### config.mk
export PLATFORM = sky130hd
export DESIGN_NAME = pla_round
export DESIGN_NICKNAME = d
export VERILOG_FILES = /design/src/pla_pkg.sv /design/src/pla_round.sv
export SDC_FILE = /design/constraint.sdc
export NUM_CORES = 1
export LEC_CHECK = 0
export BUFFER_PORTS_ARGS = -buffer_cell sky130_fd_sc_hd__clkbuf_2
export CAP_MARGIN = 20
export CORE_MARGIN = 10
export CORE_UTILIZATION = 39
export DETAILED_ROUTE_END_ITERATION = 16
export HOLD_SLACK_MARGIN = 0.05
export PLACE_DENSITY = 0.73
export SLEW_MARGIN = 10
export SYNTH_ARGS = -nofsm -noshare
export SYNTH_HDL_FRONTEND = slang
export SYNTH_SLANG_ARGS = --single-unit
### constraint.sdc
create_clock -name clk -period 1 [get_ports clk]
set_clock_uncertainty 0.2 [all_clocks]
set_input_delay 0.1 -clock clk [delete_from_list [all_inputs] [get_ports clk]]
set_output_delay 0.1 -clock clk [all_outputs]
set_load 0.05 [all_outputs]
### src/pla_pkg.sv
`default_nettype none

package pla_pkg;

  // Fixed field widths of the command and result items.
  localparam int CFG_W   = 13;
  localparam int CMD_W   = 3;
  localparam int REQ_W   = 13;
  localparam int ID_W    = 15;
  localparam int OFF_W   = 12;
  localparam int STAT_W  = 2;
  localparam int STAMP_W = 16;

  // Default geometry of the pool.
  localparam int POOL_BYTES_DEF   = 4096;
  localparam int CELL_BYTES_DEF   = 4;
  localparam int HEADER_BYTES_DEF = 8;
  localparam int MIN_SPLIT_DEF    = 32;

  // Reset value of the pool length register.
  localparam int POOL_LEN_RESET = 4096;

  typedef enum logic [CMD_W-1:0] {
    CMD_INIT     = 3'd0,
    CMD_FREE_ALL = 3'd1,
    CMD_ALLOC    = 3'd2,
    CMD_FREE     = 3'd3,
    CMD_FIND     = 3'd4
  } cmd_t;

  typedef enum logic [STAT_W-1:0] {
    ST_OK        = 2'd0,
    ST_TOO_BIG   = 2'd1,
    ST_NOT_FOUND = 2'd2
  } status_t;

  // Headers always start on a multiple of the largest power of two, up to eight,
  // that divides both the cell size and the header size.
  function automatic int align_shift(input int c, input int h);
    int s;
    s = 0;
    for (int i = 0; i < 3; i++) begin
      if ((((c >> s) & 1) == 0) && (((h >> s) & 1) == 0)) begin
        s = s + 1;
      end
    end
    return s;
  endfunction

endpackage

`default_nettype wire

### src/pla_round.sv
`default_nettype none

module pla_round #(
  parameter int CELL_BYTES = pla_pkg::CELL_BYTES_DEF,
  parameter int PW         = pla_pkg::REQ_W + 2
) (
  input  wire logic                      clk,
  input  wire logic                      ld,
  input  wire logic [pla_pkg::REQ_W-1:0] req_size,
  output logic      [PW-1:0]             sz
);
  import pla_pkg::*;

  // The request is rounded up to whole cells: ceil(max(req,1) / CELL_BYTES)
  // is taken by a multiplication with the scaled reciprocal.
  localparam int XW    = REQ_W + 1;
  localparam int K     = XW + 3;
  localparam int RW    = K + 1;
  localparam int PRW   = XW + RW;
  localparam int RECIP = ((1 << K) + CELL_BYTES - 1) / CELL_BYTES;

  logic [XW-1:0]  x;
  logic [PRW-1:0] prod;
  logic [XW-1:0]  q;

  assign x    = ((req_size == '0) ? XW'(1) : XW'(req_size)) + XW'(CELL_BYTES - 1);
  assign prod = PRW'(x) * PRW'(RECIP);

  always_ff @(posedge clk) begin
    if (ld) begin
      q <= XW'(prod >> K);
    end
  end

  assign sz = PW'(q) * PW'(CELL_BYTES);

endmodule

`default_nettype wire

==> results of run 1 <==
[stage by stage]
stage                     total power (uW)  TNS [ns]
after CTS                             1320     -1.50
final                                 1350     -1.54
after floorplan                        862    -0.388
after global routing                  1410     -2.05
after detailed placement               990     -2.47
after global placement                 984     -2.25
[cell type report]
type,count,area (sq um)
Fill cell,93,455
Tap cell,16,20.0
Timing Repair Buffer,40,383
Multi-Input combinational cell,34,258
Inverter,2,7.51
Sequential cell,12,360
Clock buffer,3,22.5
[power by group through the flow]
stage | registers (uW) | clock network (uW) | logic (uW)
2_1_floorplan | 780 | 0 | 81.8
3_3_place_gp | 623 | 0 | 360
3_5_place_dp | 625 | 0 | 365
4_1_cts | 621 | 272 | 429
5_1_grt | 630 | 299 | 480
6_report | 625 | 268 | 461
[logic make-up after synthesis]
family / count (synthesis)
xor+xnor: 10
simple gates: 18
flops: 12
buf+inv: 5
compound gates: 3
other cells: 1
[path summary, 6_finish.rpt]
path	start	slack, ns	endpoint	cells after the start
worst min-delay path	req_size[12]	-0.01	q[10]	2
worst max-delay path	q[11]	-0.15	sz[13]	1
[synthesized netlist by cell type]
cell type / n
o2111ai_4: 1
nand3_1: 3
nor3_1: 4
o21a_1: 1
nand2_1: 3
xor2_1: 5
nand4_1: 1
buf_4: 3
nor4_1: 2
a21oi_1: 1
and3_1: 1
nor4_2: 1
conb_1: 1
inv_1: 2
nor2_1: 3
xnor2_1: 5
edfxtp_1: 12
[per-layer routing]
metal / vias up / part of all wire, %
li1: 260 / -
met1: 247 / 38
met2: 20 / 54
met3: 2 / 4.8
met4: 0 / 2.7
met5: - / 0
[what timing repair did]
item                                   CTS  global route
setup endpoints to repair               12            17
buffers inserted                         0             4
pin swaps                                0             3
endpoints found under the hold margin    2             4
cloned                                   0             0
gates resized for setup                 24            22
==> metrics.md, run 1 <==
| Metric | Value |
|---|---|
| Status | `finished with violations` |
| Violated checks | `hold timing, setup timing` |
| Largest net degree at the start of global routing | `13` |
| Commonest cells after routing, fill and taps aside | `buf_4, edfxtp_1, clkbuf_2, clkbuf_8` |
| Drt drc | `0` |
| GR Overflow Total | `0` |
| H-tree depth | `1` |
| Die Ht | `59.7 microns` |
| Max-slew violation count | `0` |
| Synthesis-to-layout area growth | `70.7%` |
| CTS tree | `built` |
| Initial antenna violation count | `0` |
| Fin crit period | `approximately 1.2 ns` |
| Die X | `approximately 60 microns` |
| Sequential Power Share | `46.2%` |
| # setup viols final | `15` |
| Placed cell area | `between 800 and 900 sq um` |
| DR iter-0 viols | `28` |
| Post-synthesis instance total | `between 40 and 50` |
| Leading area contributor after synthesis | `edfxtp_1` |
| Fin worst setup slack | `-0.154 ns` |
| Worst setup EP type | `output pin` |
| Maximum fanout along the worst path | `1` |
| Cell Chain, Critical Path | `buf_8` |
| Die Area | `0.00357 sq mm` |
| Reg clk slew, reported paths | `around 0.060 ns` |
| Main combinational cell family by area after synthesis | `simple AND/OR/NAND/NOR gates` |
| Gr usage total | `approximately 8.4%` |
| Commonest non-fill, non-tap cell in the layout | `buf_4` |
| GPL Wtd Cong | `0.728` |
| Final hold vios | `1` |
| Final ANT Viol Nets | `0` |
| Final design utilization | `between 60 and 70%` |
| Comb power frac | `34.1%` |
| CTS Buf Count | `3` |
| I/O pin count | `30` |
| Worst endpoint required time | `0.70 ns` |
| Design area | `0.00105 sq mm` |
| Crit path DAT | `around 0.85 ns` |
| Sequential area share after synthesis | `58.5%` |
| Fin Hold WS | `-0.0136 ns` |
| # rows | `14` |
| Max-Cap Viols | `0` |
| Synth top area share | `58.5%` |
| DP Cell Count | `100` |
| First-pass GRT wire length | `around 2300 microns` |
| Compound-Gate Fraction of Synth Area | `6.30%` |
| Vias/cell | `just under 5` |
| Nets | `between 100 and 150` |
| YS warnings | `0` |
| GR Layer Usage met2 | `between 10% and 20%` |
| Pwr dens | `about 1300 mW/mm^2` |
| Leak | `between 0.0004 and 0.0005 uW` |
| P_int | `around 930 uW` |
| Sw Ratio | `between 30% and 40%` |
| Clock Power Share | `between 15 and 20%` |
| Number of global-route vias before repair | `500` |
| Largest register FFs | `12` |
| Fmax | `867 MHz` |
| Core area | `0.00151 sq mm` |
| Largest stage delay on the critical path | `between 0.4 and 0.5 ns` |
| Most crowded layer after global routing | `met2` |
| Max stage delay cell, worst path | `edfxtp_1` |
| Synth Register Bits | `12` |
| TritonCTS Sinks | `12` |
| Root buf cell | `clkbuf_4` |
| Hold Path Class | `input port to flop` |
| Post-Synth XOR/XNOR Area | `14.2%` |
| Final WL | `between 1500 and 2000 microns` |
| Vias | `529` |
| Max clock buf depth | `2` |
| Share of cells above drive strength 1 | `roughly 56%` |
| Grt met1 use | `under 10%` |
| Fin cells | `between 100 and 150` |
| Setup crit start kind | `flop` |
| Avg Cell Area, Syn | `~13 sq um` |
| Post-Synth Simple-Gate Area | `15.4%` |
| Post-synthesis mux area share | `0%` |
| Initial Utilization | `between 40 and 50%` |
| Met3 usage | `approximately 1.5%` |
| CP delay by family, top | `flip-flops` |
| Post-synth design cell area | `a little over 600 sq um` |
| Pre-Repair DR Iteration Count | `4` |
| Switch Pwr | `about 420 uW` |
| Setup CP Type | `flop to output pin` |
| Top flop regs | `q: 12 flops` |
| Peak supply drop | `637 uV` |
| PortBufs | `26` |
| Yosys cell types | `17` |
| Buf/Inv on CP | `1` |
| Dominant cells by area after synthesis | `edfxtp_1, xnor2_1, xor2_1, o2111ai_4, buf_4` |
| Largest Register | `q` |
| Diodes inserted | `0` |
| RSZ-0062 raised after global routing | `true` |
| Post-Place Setup Slack | `-0.268 ns` |
| Final Cycle Share | `115%` |
| Average wire per standard cell | `about 16 microns` |
| Synth Area in Adders | `0%` |
(Power assumes the default switching activity.)
==> run 2: changes to the inputs <==
--- a/config.mk
+++ b/config.mk
@@ -12,6 +12,7 @@
 export DETAILED_ROUTE_END_ITERATION = 16
 export HOLD_SLACK_MARGIN = 0.05
 export PLACE_DENSITY = 0.73
+export SETUP_SLACK_MARGIN = 0.05
 export SLEW_MARGIN = 10
 export SYNTH_ARGS = -nofsm -noshare
 export SYNTH_HDL_FRONTEND = slang
==> run 2 against run 1 <==
Against the previous run:
- the flow still finishes with violations (hold timing, setup timing)
- cell area is 2.9% higher
- largest cell class unchanged
- routed wire length is 2.4% higher
- worst hold slack better by 0.0086 ns
- global-route usage is 1.1 points higher
- count of clock-buffer cells in the layout stayed put
- non-clock buffer count is 1 lower
- via count is 1.5% lower
- cell count is 0.93% lower
- combinational power is 4% higher
- sequential power hardly changed
==> metrics.md, run 2 (synthesis results as in run 1) <==
| Metric | Value |
|---|---|
| Gr usage total | `9.47% (was 8.40%)` |
| Fin crit period | `1.18 ns (was 1.15 ns)` |
| I/O pin count | `30 (unchanged)` |
| DR iter-0 viols | `10 (was 28)` |
| # rows | `14 (unchanged)` |
| Pwr dens | `1270 mW/mm^2 (was 1290 mW/mm^2)` |
| Initial antenna violation count | `0 (unchanged)` |
| Fin worst setup slack | `-0.178 ns (was -0.154 ns)` |
| Average wire per standard cell | `16.2 microns (was 15.7 microns)` |
| Root buf cell | `clkbuf_4 (unchanged)` |
| Fmax | `849 MHz (was 867 MHz)` |
| Final Cycle Share | `118% (was 115%)` |
| Crit path DAT | `0.88 ns (was 0.85 ns)` |
| CTS tree | `built (unchanged)` |
| Initial Utilization | `40.9% (unchanged)` |
| Maximum fanout along the worst path | `1 (unchanged)` |
| CP delay by family, top | `flip-flops (unchanged)` |
| Max-Cap Viols | `0 (unchanged)` |
| GR Overflow Total | `0 (unchanged)` |
| Fillcell total | `100 (was 93)` |
| Post-Place Setup Slack | `-0.272 ns (was -0.268 ns)` |
| Hold Startpoint | `req_size[12] (unchanged)` |
| Leak | `0.000452 uW (was 0.000440 uW)` |
| Die X | `59.7 microns (unchanged)` |
| Peak supply drop | `524 uV (was 637 uV)` |
| Fin Hold WS | `-0.00497 ns (was -0.0136 ns)` |
| Reg clk slew, reported paths | `0.06 ns (about the same)` |
| Diodes inserted | `0 (unchanged)` |
| Buf/Inv on CP | `1 (unchanged)` |
| Setup crit start kind | `flop (unchanged)` |
| Max clock buf depth | `2 (unchanged)` |
| Share of cells above drive strength 1 | `58.9% (was 56.0%)` |
| TritonCTS Sinks | `12 (unchanged)` |
| CTS Buf Count | `3 (unchanged)` |
| Drt drc | `0 (unchanged)` |
| Setup CP Type | `flop to output pin (unchanged)` |
| Largest net degree at the start of global routing | `13 (unchanged)` |
| Largest register FFs | `12 (unchanged)` |
| Setup TNS | `-1.59 ns (was -1.54 ns)` |
| Worst endpoint required time | `0.70 ns (about the same)` |
| Core area | `0.00151 sq mm (unchanged)` |
| Nets | `107 (was 108)` |
| Die Area | `0.00357 sq mm (unchanged)` |
| First-pass GRT wire length | `2550 microns (was 2300 microns)` |
| PortBufs | `26 (unchanged)` |
| Hold Path Class | `input port to flop (unchanged)` |
| Final ANT Viol Nets | `0 (unchanged)` |
| # setup viols final | `14 (was 15)` |
| Number of global-route vias before repair | `523 (was 500)` |
| Violated checks | `hold timing, setup timing (unchanged)` |
| Final WL | `1720 microns (was 1680 microns)` |
| Worst Setup SP | `q[11] (unchanged)` |
| Largest stage delay on the critical path | `0.43 ns (was 0.42 ns)` |
| Commonest cells after routing, fill and taps aside | `buf_4, edfxtp_1, clkbuf_2 (was buf_4, edfxtp_1, clkbuf_2, clkbuf_8)` |
| Top flop regs | `q: 12 flops (unchanged)` |
| Vias | `521 (was 529)` |
| Max stage delay cell, worst path | `edfxtp_1 (unchanged)` |
| GPL Wtd Cong | `0.741 (was 0.728)` |
| H-tree depth | `1 (unchanged)` |
| Status | `finished with violations (unchanged)` |
| Synthesis-to-layout area growth | `75.6% (was 70.7%)` |
| Pre-Repair DR Iteration Count | `2 (was 4)` |
| Final design utilization | `71.8% (was 69.8%)` |
| Max-slew violation count | `0 (unchanged)` |
| Vias/cell | `4.92 (was 4.94)` |
| Final hold vios | `1 (unchanged)` |
| Largest Register | `q (unchanged)` |
| Commonest non-fill, non-tap cell in the layout | `buf_4 (unchanged)` |
| Worst setup EP type | `output pin (unchanged)` |
| RSZ-0062 raised after global routing | `true (unchanged)` |
| Die Ht | `59.7 microns (unchanged)` |
| Cell Chain, Critical Path | `buf_8 (unchanged)` |
==> run 2: worst paths after layout <==
path,endpoint,cells after the start,slack (ns)
worst max-delay path,sz[13],1,-0.18
worst min-delay path,q[10],2,-0.005
==> run 2: final cells by class <==
type                       count  area [sq um]  share of cell area [%]
clock buffer                   3          22.5                    2.08
multi-input combinational     34           293                    27.1
tap                           16          20.0                    1.85
timing repair buffer          39           378                    35.0
inverter                       2          7.51                   0.694
sequential                    12           360                    33.3
==> run 2: timing repair <==
action / 4_1_cts / 5_1_grt
pin swaps: 2 / 4
setup endpoints to repair: 19 / 21
endpoints found under the hold margin: 2 / 3
resized for setup: 29 / 20
buffers inserted: 1 / 1
==> run 2: routing by layer <==
layer | wire length, microns | global-route usage [%] | up-vias
met3 | 87 | 1.91 | 2
met1 | 742 | 10.7 | 248
met2 | 860 | 15.4 | 15
met4 | 31 | 6.73 | 0
met5 | 0 | 0 | -
li1 | - | - | 256
==> run 2: power by group <==
group	internal, uW	switching, uW
clock network	139	129
registers	605	21.8
logic	193	285
==> run 2: stage by stage <==
stage / total power, uW / std cells / instance area, sq um
2_1_floorplan: 862 / 51 / 643
3_3_place_gp: 986 / 101 / 853
3_5_place_dp: 994 / 101 / 853
4_1_cts: 1340 / 105 / 1020
5_1_grt: 1430 / 106 / 1080
6_report: 1370 / 106 / 1080
